File: src/rtl/c8alu_pkg.sv
package c8alu_pkg;

  // Operation codes as they arrive on the request channel.
  typedef enum logic [4:0] {
    OP_ADD  = 5'd0,
    OP_ADC  = 5'd1,
    OP_SUB  = 5'd2,
    OP_SBC  = 5'd3,
    OP_AND  = 5'd4,
    OP_XOR  = 5'd5,
    OP_OR   = 5'd6,
    OP_CP   = 5'd7,
    OP_INC  = 5'd8,
    OP_DEC  = 5'd9,
    OP_RLCA = 5'd10,
    OP_RLA  = 5'd11,
    OP_RRCA = 5'd12,
    OP_RRA  = 5'd13,
    OP_RLC  = 5'd14,
    OP_RL   = 5'd15,
    OP_RRC  = 5'd16,
    OP_RR   = 5'd17,
    OP_BIT  = 5'd18,
    OP_CPL  = 5'd19,
    OP_SCF  = 5'd20,
    OP_CCF  = 5'd21
  } op_t;

  // Operation class after decode.
  typedef enum logic [3:0] {
    K_ADD, K_SUB, K_AND, K_XOR, K_OR, K_INC, K_DEC,
    K_ROT, K_BIT, K_CPL, K_SCF, K_CCF, K_PASS
  } kind_t;

  // Rotate flavor: left circular, left through carry, right circular,
  // right through carry.
  typedef enum logic [1:0] {
    ROT_LC, ROT_L, ROT_RC, ROT_R
  } rot_t;

  // Flag positions in the flag byte.
  localparam int FLAG_Z_BIT = 7;
  localparam int FLAG_N_BIT = 6;
  localparam int FLAG_H_BIT = 5;
  localparam int FLAG_C_BIT = 4;

  // Decoded control carried from the decode stage to the execute stage.
  typedef struct packed {
    kind_t      kind;
    logic       use_cin;
    logic       rot_b;
    rot_t       rot;
    logic       rot_z;
    logic       keep_acc;
  } dec_t;

  // Operands and incoming flags carried with the decoded control.
  typedef struct packed {
    logic [7:0] acc;
    logic [7:0] opd;
    logic [2:0] idx;
    logic       z_in;
    logic       n_in;
    logic       h_in;
    logic       c_in;
  } opnd_t;

  // Execute stage output: result byte and flags, with zero detect deferred.
  typedef struct packed {
    logic [7:0] res;
    logic       z_use_res;
    logic       z_fix;
    logic       n;
    logic       h;
    logic       c;
  } ex_t;

endpackage

File: src/rtl/cpu8_alu_with_flags_top.sv
// 8-bit processor ALU with Z/N/H/C flags in a three-stage pipeline (decode,
// execute, flag pack and output register). It accepts one request every
// clock cycle while the result side does not stall, and each result passes
// through the decode, execute and output registers in turn. Every stage
// carries a valid bit and advances when it is empty or the stage after it
// advances, so a stall on the result side fills the bubbles first and then
// holds the request side, with nothing lost or repeated. Flag bytes use bit
// 7 Z, bit 6 N, bit 5 H and bit 4 C; the low nibble of flags_out is always
// zero and that of flags_in is ignored.
module cpu8_alu_with_flags_top (
  input  logic        clk,
  input  logic        rst_n,
  input  logic        in_valid,
  output logic        in_stall,
  input  logic [4:0]  in_operation,
  input  logic [7:0]  in_acc_value,
  input  logic [7:0]  in_operand,
  input  logic [2:0]  in_bit_index,
  input  logic [7:0]  in_flags_in,
  output logic        out_valid,
  input  logic        out_stall,
  output logic [7:0]  out_result,
  output logic [7:0]  out_flags_out
);
  import c8alu_pkg::*;

  logic  dec_valid;
  logic  ex_valid;
  logic  adv_dec;
  logic  adv_ex;
  logic  adv_out;
  dec_t  dec;
  opnd_t opnd;
  ex_t   ex;

  // Each stage moves when it is empty or the next one moves.
  always_comb begin
    adv_out  = !out_valid || !out_stall;
    adv_ex   = !ex_valid || adv_out;
    adv_dec  = !dec_valid || adv_ex;
    in_stall = !adv_dec;
  end

  c8alu_decode u_decode (
    .clk       (clk),
    .rst_n     (rst_n),
    .adv       (adv_dec),
    .in_valid  (in_valid),
    .operation (in_operation),
    .acc_value (in_acc_value),
    .operand   (in_operand),
    .bit_index (in_bit_index),
    .flags_in  (in_flags_in),
    .valid_r   (dec_valid),
    .dec_r     (dec),
    .opnd_r    (opnd)
  );

  c8alu_exec u_exec (
    .clk     (clk),
    .rst_n   (rst_n),
    .adv     (adv_ex),
    .valid   (dec_valid),
    .dec     (dec),
    .opnd    (opnd),
    .valid_r (ex_valid),
    .ex_r    (ex)
  );

  c8alu_flags u_flags (
    .clk      (clk),
    .rst_n    (rst_n),
    .adv      (adv_out),
    .valid    (ex_valid),
    .ex       (ex),
    .valid_r  (out_valid),
    .result_r (out_result),
    .flags_r  (out_flags_out)
  );

endmodule

File: src/rtl/c8alu_decode.sv
module c8alu_decode (
  input  logic              clk,
  input  logic              rst_n,
  input  logic              adv,
  input  logic              in_valid,
  input  logic [4:0]        operation,
  input  logic [7:0]        acc_value,
  input  logic [7:0]        operand,
  input  logic [2:0]        bit_index,
  input  logic [7:0]        flags_in,
  output logic              valid_r,
  output c8alu_pkg::dec_t   dec_r,
  output c8alu_pkg::opnd_t  opnd_r
);
  import c8alu_pkg::*;

  dec_t  dec_nxt;
  opnd_t opnd_nxt;

  // Map the operation code onto a class and its modifiers.
  always_comb begin
    dec_nxt.kind     = K_PASS;
    dec_nxt.use_cin  = 1'b0;
    dec_nxt.rot_b    = 1'b0;
    dec_nxt.rot      = ROT_LC;
    dec_nxt.rot_z    = 1'b0;
    dec_nxt.keep_acc = 1'b0;
    case (op_t'(operation))
      OP_ADD: begin
        dec_nxt.kind = K_ADD;
      end
      OP_ADC: begin
        dec_nxt.kind    = K_ADD;
        dec_nxt.use_cin = 1'b1;
      end
      OP_SUB: begin
        dec_nxt.kind = K_SUB;
      end
      OP_SBC: begin
        dec_nxt.kind    = K_SUB;
        dec_nxt.use_cin = 1'b1;
      end
      OP_CP: begin
        dec_nxt.kind     = K_SUB;
        dec_nxt.keep_acc = 1'b1;
      end
      OP_AND: dec_nxt.kind = K_AND;
      OP_XOR: dec_nxt.kind = K_XOR;
      OP_OR:  dec_nxt.kind = K_OR;
      OP_INC: dec_nxt.kind = K_INC;
      OP_DEC: dec_nxt.kind = K_DEC;
      OP_RLCA: begin
        dec_nxt.kind = K_ROT;
        dec_nxt.rot  = ROT_LC;
      end
      OP_RLA: begin
        dec_nxt.kind = K_ROT;
        dec_nxt.rot  = ROT_L;
      end
      OP_RRCA: begin
        dec_nxt.kind = K_ROT;
        dec_nxt.rot  = ROT_RC;
      end
      OP_RRA: begin
        dec_nxt.kind = K_ROT;
        dec_nxt.rot  = ROT_R;
      end
      OP_RLC: begin
        dec_nxt.kind  = K_ROT;
        dec_nxt.rot   = ROT_LC;
        dec_nxt.rot_b = 1'b1;
        dec_nxt.rot_z = 1'b1;
      end
      OP_RL: begin
        dec_nxt.kind  = K_ROT;
        dec_nxt.rot   = ROT_L;
        dec_nxt.rot_b = 1'b1;
        dec_nxt.rot_z = 1'b1;
      end
      OP_RRC: begin
        dec_nxt.kind  = K_ROT;
        dec_nxt.rot   = ROT_RC;
        dec_nxt.rot_b = 1'b1;
        dec_nxt.rot_z = 1'b1;
      end
      OP_RR: begin
        dec_nxt.kind  = K_ROT;
        dec_nxt.rot   = ROT_R;
        dec_nxt.rot_b = 1'b1;
        dec_nxt.rot_z = 1'b1;
      end
      OP_BIT: dec_nxt.kind = K_BIT;
      OP_CPL: dec_nxt.kind = K_CPL;
      OP_SCF: dec_nxt.kind = K_SCF;
      OP_CCF: dec_nxt.kind = K_CCF;
      default: dec_nxt.kind = K_PASS;
    endcase
  end

  // Split out the incoming flag bits; the low nibble is dropped.
  always_comb begin
    opnd_nxt.acc  = acc_value;
    opnd_nxt.opd  = operand;
    opnd_nxt.idx  = bit_index;
    opnd_nxt.z_in = flags_in[FLAG_Z_BIT];
    opnd_nxt.n_in = flags_in[FLAG_N_BIT];
    opnd_nxt.h_in = flags_in[FLAG_H_BIT];
    opnd_nxt.c_in = flags_in[FLAG_C_BIT];
  end

  // Stage register with its valid bit.
  always_ff @(posedge clk) begin
    if (!rst_n) begin
      valid_r <= 1'b0;
    end else if (adv) begin
      valid_r <= in_valid;
    end
    if (adv) begin
      dec_r  <= dec_nxt;
      opnd_r <= opnd_nxt;
    end
  end

endmodule

File: src/rtl/c8alu_exec.sv
module c8alu_exec (
  input  logic              clk,
  input  logic              rst_n,
  input  logic              adv,
  input  logic              valid,
  input  c8alu_pkg::dec_t   dec,
  input  c8alu_pkg::opnd_t  opnd,
  output logic              valid_r,
  output c8alu_pkg::ex_t    ex_r
);
  import c8alu_pkg::*;

  logic       cin;
  logic [8:0] sum9;
  logic [8:0] dif9;
  logic [4:0] sumh;
  logic [4:0] difh;
  logic [7:0] rot_v;
  logic [7:0] rot_res;
  logic       rot_out;
  ex_t        ex_nxt;

  // Adder and subtractor share the carry-in; the nibble sums give H.
  always_comb begin
    cin  = dec.use_cin & opnd.c_in;
    sum9 = {1'b0, opnd.acc} + {1'b0, opnd.opd} + {8'd0, cin};
    dif9 = {1'b0, opnd.acc} - {1'b0, opnd.opd} - {8'd0, cin};
    sumh = {1'b0, opnd.acc[3:0]} + {1'b0, opnd.opd[3:0]} + {4'd0, cin};
    difh = {1'b0, opnd.acc[3:0]} - {1'b0, opnd.opd[3:0]} - {4'd0, cin};
  end

  // Rotator for both the accumulator and the prefixed forms.
  always_comb begin
    rot_v = dec.rot_b ? opnd.opd : opnd.acc;
    case (dec.rot)
      ROT_LC: begin
        rot_res = {rot_v[6:0], rot_v[7]};
        rot_out = rot_v[7];
      end
      ROT_L: begin
        rot_res = {rot_v[6:0], opnd.c_in};
        rot_out = rot_v[7];
      end
      ROT_RC: begin
        rot_res = {rot_v[0], rot_v[7:1]};
        rot_out = rot_v[0];
      end
      ROT_R: begin
        rot_res = {opnd.c_in, rot_v[7:1]};
        rot_out = rot_v[0];
      end
      default: begin
        rot_res = rot_v;
        rot_out = 1'b0;
      end
    endcase
  end

  // Result select and flags other than the zero detect on the result.
  always_comb begin
    ex_nxt.res       = opnd.acc;
    ex_nxt.z_use_res = 1'b0;
    ex_nxt.z_fix     = opnd.z_in;
    ex_nxt.n         = 1'b0;
    ex_nxt.h         = 1'b0;
    ex_nxt.c         = opnd.c_in;
    case (dec.kind)
      K_ADD: begin
        ex_nxt.res       = sum9[7:0];
        ex_nxt.z_use_res = 1'b1;
        ex_nxt.h         = sumh[4];
        ex_nxt.c         = sum9[8];
      end
      K_SUB: begin
        // Compare keeps the accumulator but flags the difference.
        ex_nxt.res   = dec.keep_acc ? opnd.acc : dif9[7:0];
        ex_nxt.z_fix = ~|dif9[7:0];
        ex_nxt.n     = 1'b1;
        ex_nxt.h     = difh[4];
        ex_nxt.c     = dif9[8];
      end
      K_AND: begin
        ex_nxt.res       = opnd.acc & opnd.opd;
        ex_nxt.z_use_res = 1'b1;
        ex_nxt.h         = 1'b1;
        ex_nxt.c         = 1'b0;
      end
      K_XOR: begin
        ex_nxt.res       = opnd.acc ^ opnd.opd;
        ex_nxt.z_use_res = 1'b1;
        ex_nxt.c         = 1'b0;
      end
      K_OR: begin
        ex_nxt.res       = opnd.acc | opnd.opd;
        ex_nxt.z_use_res = 1'b1;
        ex_nxt.c         = 1'b0;
      end
      K_INC: begin
        ex_nxt.res       = opnd.opd + 8'd1;
        ex_nxt.z_use_res = 1'b1;
        ex_nxt.h         = &opnd.opd[3:0];
      end
      K_DEC: begin
        ex_nxt.res       = opnd.opd - 8'd1;
        ex_nxt.z_use_res = 1'b1;
        ex_nxt.n         = 1'b1;
        ex_nxt.h         = ~|opnd.opd[3:0];
      end
      K_ROT: begin
        // Accumulator rotates always clear Z.
        ex_nxt.res       = rot_res;
        ex_nxt.z_use_res = dec.rot_z;
        ex_nxt.z_fix     = 1'b0;
        ex_nxt.c         = rot_out;
      end
      K_BIT: begin
        ex_nxt.res   = opnd.opd;
        ex_nxt.z_fix = ~opnd.opd[opnd.idx];
        ex_nxt.h     = 1'b1;
      end
      K_CPL: begin
        ex_nxt.res = ~opnd.acc;
        ex_nxt.n   = 1'b1;
        ex_nxt.h   = 1'b1;
      end
      K_SCF: begin
        ex_nxt.c = 1'b1;
      end
      K_CCF: begin
        ex_nxt.c = ~opnd.c_in;
      end
      K_PASS: begin
        // Unused codes hand the incoming flags through.
        ex_nxt.n = opnd.n_in;
        ex_nxt.h = opnd.h_in;
      end
      default: begin
        ex_nxt.n = opnd.n_in;
        ex_nxt.h = opnd.h_in;
      end
    endcase
  end

  // Stage register with its valid bit.
  always_ff @(posedge clk) begin
    if (!rst_n) begin
      valid_r <= 1'b0;
    end else if (adv) begin
      valid_r <= valid;
    end
    if (adv) begin
      ex_r <= ex_nxt;
    end
  end

endmodule

File: src/rtl/c8alu_flags.sv
module c8alu_flags (
  input  logic            clk,
  input  logic            rst_n,
  input  logic            adv,
  input  logic            valid,
  input  c8alu_pkg::ex_t  ex,
  output logic            valid_r,
  output logic [7:0]      result_r,
  output logic [7:0]      flags_r
);
  import c8alu_pkg::*;

  logic       z;
  logic [7:0] flags_nxt;

  // Zero detect on the result, then pack the flag byte.
  always_comb begin
    z         = ex.z_use_res ? ~|ex.res : ex.z_fix;
    flags_nxt = 8'd0;
    flags_nxt[FLAG_Z_BIT] = z;
    flags_nxt[FLAG_N_BIT] = ex.n;
    flags_nxt[FLAG_H_BIT] = ex.h;
    flags_nxt[FLAG_C_BIT] = ex.c;
  end

  // Output register; it holds while the result side stalls.
  always_ff @(posedge clk) begin
    if (!rst_n) begin
      valid_r <= 1'b0;
    end else if (adv) begin
      valid_r <= valid;
    end
    if (adv) begin
      result_r <= ex.res;
      flags_r  <= flags_nxt;
    end
  end

endmodule

File: config.mk
export PLATFORM = sky130hd
export DESIGN_NAME = cpu8_alu_with_flags_top
export DESIGN_NICKNAME = d
export VERILOG_FILES = /design/src/rtl/c8alu_pkg.sv /design/src/rtl/cpu8_alu_with_flags_top.sv /design/src/rtl/c8alu_decode.sv /design/src/rtl/c8alu_exec.sv /design/src/rtl/c8alu_flags.sv
export SDC_FILE = /design/constraint.sdc
export NUM_CORES = 1
export LEC_CHECK = 0
export ABC_AREA = 1
export BUFFER_PORTS_ARGS = -buffer_cell sky130_fd_sc_hd__buf_2
export CELL_PAD_IN_SITES_DETAIL_PLACEMENT = 0
export CELL_PAD_IN_SITES_GLOBAL_PLACEMENT = 1
export CORE_ASPECT_RATIO = 0.6
export CORE_MARGIN = 2
export CORE_UTILIZATION = 47
export CTS_BUF_LIST = sky130_fd_sc_hd__clkbuf_16
export CTS_CLUSTER_DIAMETER = 60
export DETAILED_ROUTE_END_ITERATION = 10
export PLACE_DENSITY_LB_ADDON = 0.1
export SLEW_MARGIN = 10
export SYNTH_ARGS = -nofsm -noshare
export SYNTH_HDL_FRONTEND = slang
export SYNTH_HIERARCHICAL = 1
export SYNTH_SLANG_ARGS = --single-unit
File: constraint.sdc
create_clock -name clk -period 4.6 [get_ports clk]
set_clock_uncertainty 0.2 [all_clocks]
set_input_delay 0.92 -clock clk [delete_from_list [all_inputs] [get_ports clk]]
set_output_delay 0.92 -clock clk [all_outputs]
set_load 0.01 [all_outputs]
# [Word-level counts from Yosys, hierarchy flattened]
# Cells that the tools add are included.
[word_totals] register_bits=60 latch_bits=0 ram_bits=0 romBits=0 in_bits=36 output_inout_bits=18 elab_cells=128 n_memories=0
[classes] n_addsub=10 mul=0 div=0 n_lt_le_gt_ge=1 eq_ne=35 shifts=0 muxes=18 bitwise=7 n_reduce_logical=34
[ops] cell="$pmux 8 s10" count=1
[ops] cell="$pmux 4 s12" count=1
[ops] cell="$eq 5x4->1 const B" count=8
[ops] cell="$pmux 8 s4" count=1
[ops] cell="$eq 5x5->1 const B" count=6
[ops] cell="$reduce_or 8->1" count=3
[ops] cell="$eq 5x3->1 const B" count=4
[ops] cell="$eq 4x3->1 const B" count=4
[ops] cell="$eq 4x4->1 const B" count=4
[ops] cell="$mux 8" count=2
[ops] cell="$reduce_or 2->1" count=7
[ops] cell="$pmux 1 s6" count=2
[ops] cell="$reduce_or 3->1" count=4
[ops] cell="$eq 5x2->1 const B" count=2
[ops] cell="$add 8x8->9" count=1
[ops] cell="$add 9x1->9" count=1
[ops] cell="$reduce_or 9->1" count=1
[ops] cell="$sub 8x8->9" count=1
[ops] cell="$sub 9x1->9" count=1
[ops] cell="$add 8x1->8 const B" count=1
[ops] cell="$and 8x8->8" count=1
[ops] cell="$eq 4x2->1 const B" count=2
[ops] cell="$logic_not 1->1" count=8
[ops] cell="$not 8->8" count=1
[ops] cell="27 further kinds" count=38

# [Longest topological paths before layout]
[logic_depth] word_depth=5 mapped_depth=15 depth_no_buf=15

# [Cells and area by module]
# Netlist, hierarchy kept.
[modules_own_cells] module="c8alu_exec" n_inst=1 cells_each=493 area_per_inst_um2=3007.9 seq_area_each_um2=410.4
[modules_own_cells] module="c8alu_decode" n_inst=1 cells_each=88 area_per_inst_um2=1266.2 seq_area_each_um2=980.9
[modules_own_cells] module="c8alu_flags" n_inst=1 cells_each=36 area_per_inst_um2=486.7 seq_area_each_um2=380.4
[modules_own_cells] module="cpu8_alu_with_flags_top" n_inst=1 cells_each=5 area_per_inst_um2=30.0 seq_area_each_um2=0.0

# [Worst setup path before layout]
# OpenSTA, ideal clock, no wires.
[synth_timing] kind="in2reg" from="input port out_stall" to="register u_decode.valid_r" setup_time_ns=0.165 t_arrival_ns=2.385 required_ns=4.235 setup_slack_ns=1.850 stages=3 cell_sequence="nand4_1 -> o21ai_0 -> a21oi_1"
[synth_via] elab_chain_cells=4
[synth_rtl] element="from (decl)" line_no="cpu8_alu_with_flags_top.sv:21" source="input logic out_stall,"
[synth_rtl] element="$logic_not 1->1" line_no="cpu8_alu_with_flags_top.sv:38" source="adv_out = !out_valid || !out_stall;"
[synth_rtl] element="$logic_or 1x1->1" line_no="cpu8_alu_with_flags_top.sv:38"
[synth_rtl] element="$logic_or 1x1->1" line_no="cpu8_alu_with_flags_top.sv:39" source="adv_ex = !ex_valid || adv_out;"
[synth_rtl] element="$logic_or 1x1->1" line_no="cpu8_alu_with_flags_top.sv:40" source="adv_dec = !dec_valid || adv_ex;"
[synth_rtl] element="to (signal assigned)" line_no="c8alu_decode.sv:116" source="valid_r <= in_valid;"
[synth_rtl] element="to (decl)" line_no="c8alu_decode.sv:11" source="output logic valid_r,"
# No other way between the ends.
# A chain may end at the register's enable or synchronous reset.

==> results.cfg <==
[sta]
rsz0062_at_grt = false
max_freq_mhz = 314.8
setup_tns_ns = 0
layout_min_cycle_time_ns = 3.177
tightest_slew_ns = 0.8745
slew_headroom_pct = 41.48
setup_viol = 0
drv_slew = 0
period_share_pct = 69.06
hold_violations = 0

[routing]
drc = 0
wl_met1_microns = 7372
avgRoutedWirePerCell_microns = 17.19
drtPass1Iterations = 6
detail-route-antenna-nets = 0
wl_met3_microns = 1127
top_layer_used = met4
route.met2.wl_microns = 5276
num_vias = 4417
avgViaCountPerCell = 5.467
drt_iter0_drc = 410
wl_microns = 13890

[die]
ios = 54
fp.dieH_microns = 82.21
die_width_microns = 134.3
rows = 28
dieArea_sq_um = 11040
fp.coreArea_sq_um = 9879
initial_core_util_pct = 48.49

[placed_design]
place.port_buffers = 45
place_congestion = 0.9593
dp_hpwl_microns = 10860
placed_cell_area_sq_um = 5111

[cts]
cts.sinks = 60
cts_resized = 0
clkLatencyLatePin_ns = 0.33
cts_buffer_depth = 2
ctsHoldBuffers = 0
root_buffer = clkbuf_16
post_cts_buffers = 0
clk_pin_slew_worst_paths_ns = 0.06
htree_num_levels = 3
cts_tree = built
numCtsBuffers = 9

[critical_path]
crit_fanout = 9
endpoint_kind = flip-flop
crit_required_ns = 4.59
crit_type = reg2reg
startpoint_type = flip-flop
cp.arrival_ns = 3.17

[synthesis]
ys_warn_count = 6
synth_area_per_cell_sq_um = 7.702
ys_seq_elements = 60
seq_area_frac_synth_pct = 36.98
syn-cell-area_sq_um = 4791
yosysUniqueCellTypes = 42
synthCells = 622

[layout]
area.growth.synth_to_final_pct = 13.45
final_cell_mix = 156 x nand2_1, 90 x inv_1, 57 x edfxtp_1
final_common_cell = nand2_1
drive_above_1_share_pct = 14.71
post-route-util_pct = 55.02
fin_nets = 745
n_antenna_cell = 0
design_area_sq_um = 5435

[grt]
gr-total-overflow = 0
grt_max_degree = 35
grt_pass1_wl_microns = 21760
antenna_found_initial = 0
grt_pass1_vias = 3926
grt.total_usage_pct = 26.47

[flow_run]
maxCapViolations = 0

[run_status]
outcome = complete, no violations

[power_and_ir_drop]
power_density_nw_per_um2 = 360.4
irDropWorstVdd_v = 0.0002195
p_total_w = 0.001959
leakage_nw = 2.615

[min_path]
hold_class = reg2reg
-- per-stage QoR --
| step | instances | hold WS [ns] | worst slack, ns |
|---|---|---|---|
| global route | 808 | 0.2311 | 1.265 |
| global placement | 792 | 0.2024 | 1.526 |
| CTS | 808 | 0.2253 | 1.528 |
| floorplan | 625 | 0.2003 | 1.850 |
| finish | 808 | 0.2226 | 1.423 |
| detailed placement | 792 | 0.2079 | 1.553 |
-- flip-flops by register name, indices dropped and copies added (netlist names) --
signal,flops
u_decode/dec_r,9
u_flags/flags_r,4
u_flags/valid_r,1
u_exec/valid_r,1
u_flags/result_r,8
u_decode/valid_r,1
u_decode/opnd_r,23
u_exec/ex_r,13
-- report_power, final --
group | switching, W | internal [W] | total [W]
Clock | 0.000255 | 0.000476 | 0.000731
Combinational | 0.000316 | 0.000166 | 0.000482
Sequential | 0.0000507 | 0.000695 | 0.000745
Total | 0.000622 | 0.00134 | 0.00196
-- Yosys cell counts (all sizes together) --
library cell | count | area (sq um)
nor4 | 1 | 6.260
nor2 | 46 | 235.2
and2 | 1 | 6.260
buf | 12 | 83.83
a211oi | 1 | 7.510
nor3 | 7 | 35.03
conb | 1 | 3.750
o2111ai | 1 | 8.760
ha | 36 | 450.4
o211ai | 4 | 30.03
edfxtp | 57 | 1712
fa | 5 | 100.1
a21boi | 1 | 7.510
o22ai | 6 | 37.54
xnor2 | 3 | 26.28
nand2 | 165 | 646.9
xor2 | 2 | 17.52
inv | 98 | 367.9
o21ai | 38 | 193.9
or2 | 3 | 18.77
a21oi | 28 | 143.9
nand4 | 31 | 193.9
nand3b | 6 | 45.04
clkbuf | 2 | 8.750
clkinv | 1 | 3.750
o31ai | 1 | 7.510
o21a | 3 | 22.52
nand3 | 59 | 310.3
dfxtp | 3 | 60.06
-- worst paths after layout --
check,start,cells past startpoint,slack (ns),to
worst max-delay path,u_decode/opnd_r[7],12,1.42,u_exec/ex_r[3]
worst min-delay path,u_exec/ex_r[0],0,0.22,u_flags/flags_r[4]
worst max register to register,u_decode/opnd_r[7],12,1.42,u_exec/ex_r[3]
worst min register to register,u_exec/ex_r[0],0,0.22,u_flags/flags_r[4]
-- kinds of logic (layout without fill, tap and decap cells) --
logic type	Yosys count	in the layout	synth area share [%]
AO/OA/AOI/OAI	83	83	9.585
flip-flops	60	60	36.98
AND/OR/NAND/NOR	319	319	31.26
adder cells (fa/ha/maj)	41	41	11.49
buffers and inverters	113	161	9.689
other	1	4	0.07827
XOR/XNOR	5	5	0.9142
-- area by class of cell --
class	count	area, sq um
clock buffer	9	225.2
clock inverter	7	98.84
fill	917	4444
inverter	99	371.6
multi-input combinational	452	2566
sequential	60	1772
tap	135	168.9
timing repair buffer	46	232.7
-- worst max-delay path, stage by stage, from the launching register on --
cell	delay [ns]
edfxtp_1	0.60
inv_1	0.24
fa_1	0.50
inv_1	0.09
fa_1	0.24
nand2_1	0.09
nand2_1	0.08
nand2_1	0.12
xnor2_1	0.22
nand2_1	0.08
nor3_1	0.39
nand2_1	0.09
nand3_1	0.09
-- metal layers --
metal,vias to the layer above,track usage [%]
met4,0,5.474
met1,2048,41.72
met5,-,0
li1,2170,-
met2,187,36.12
met3,12,6.166
No activity file was read; power rests on OpenSTA's default activity.
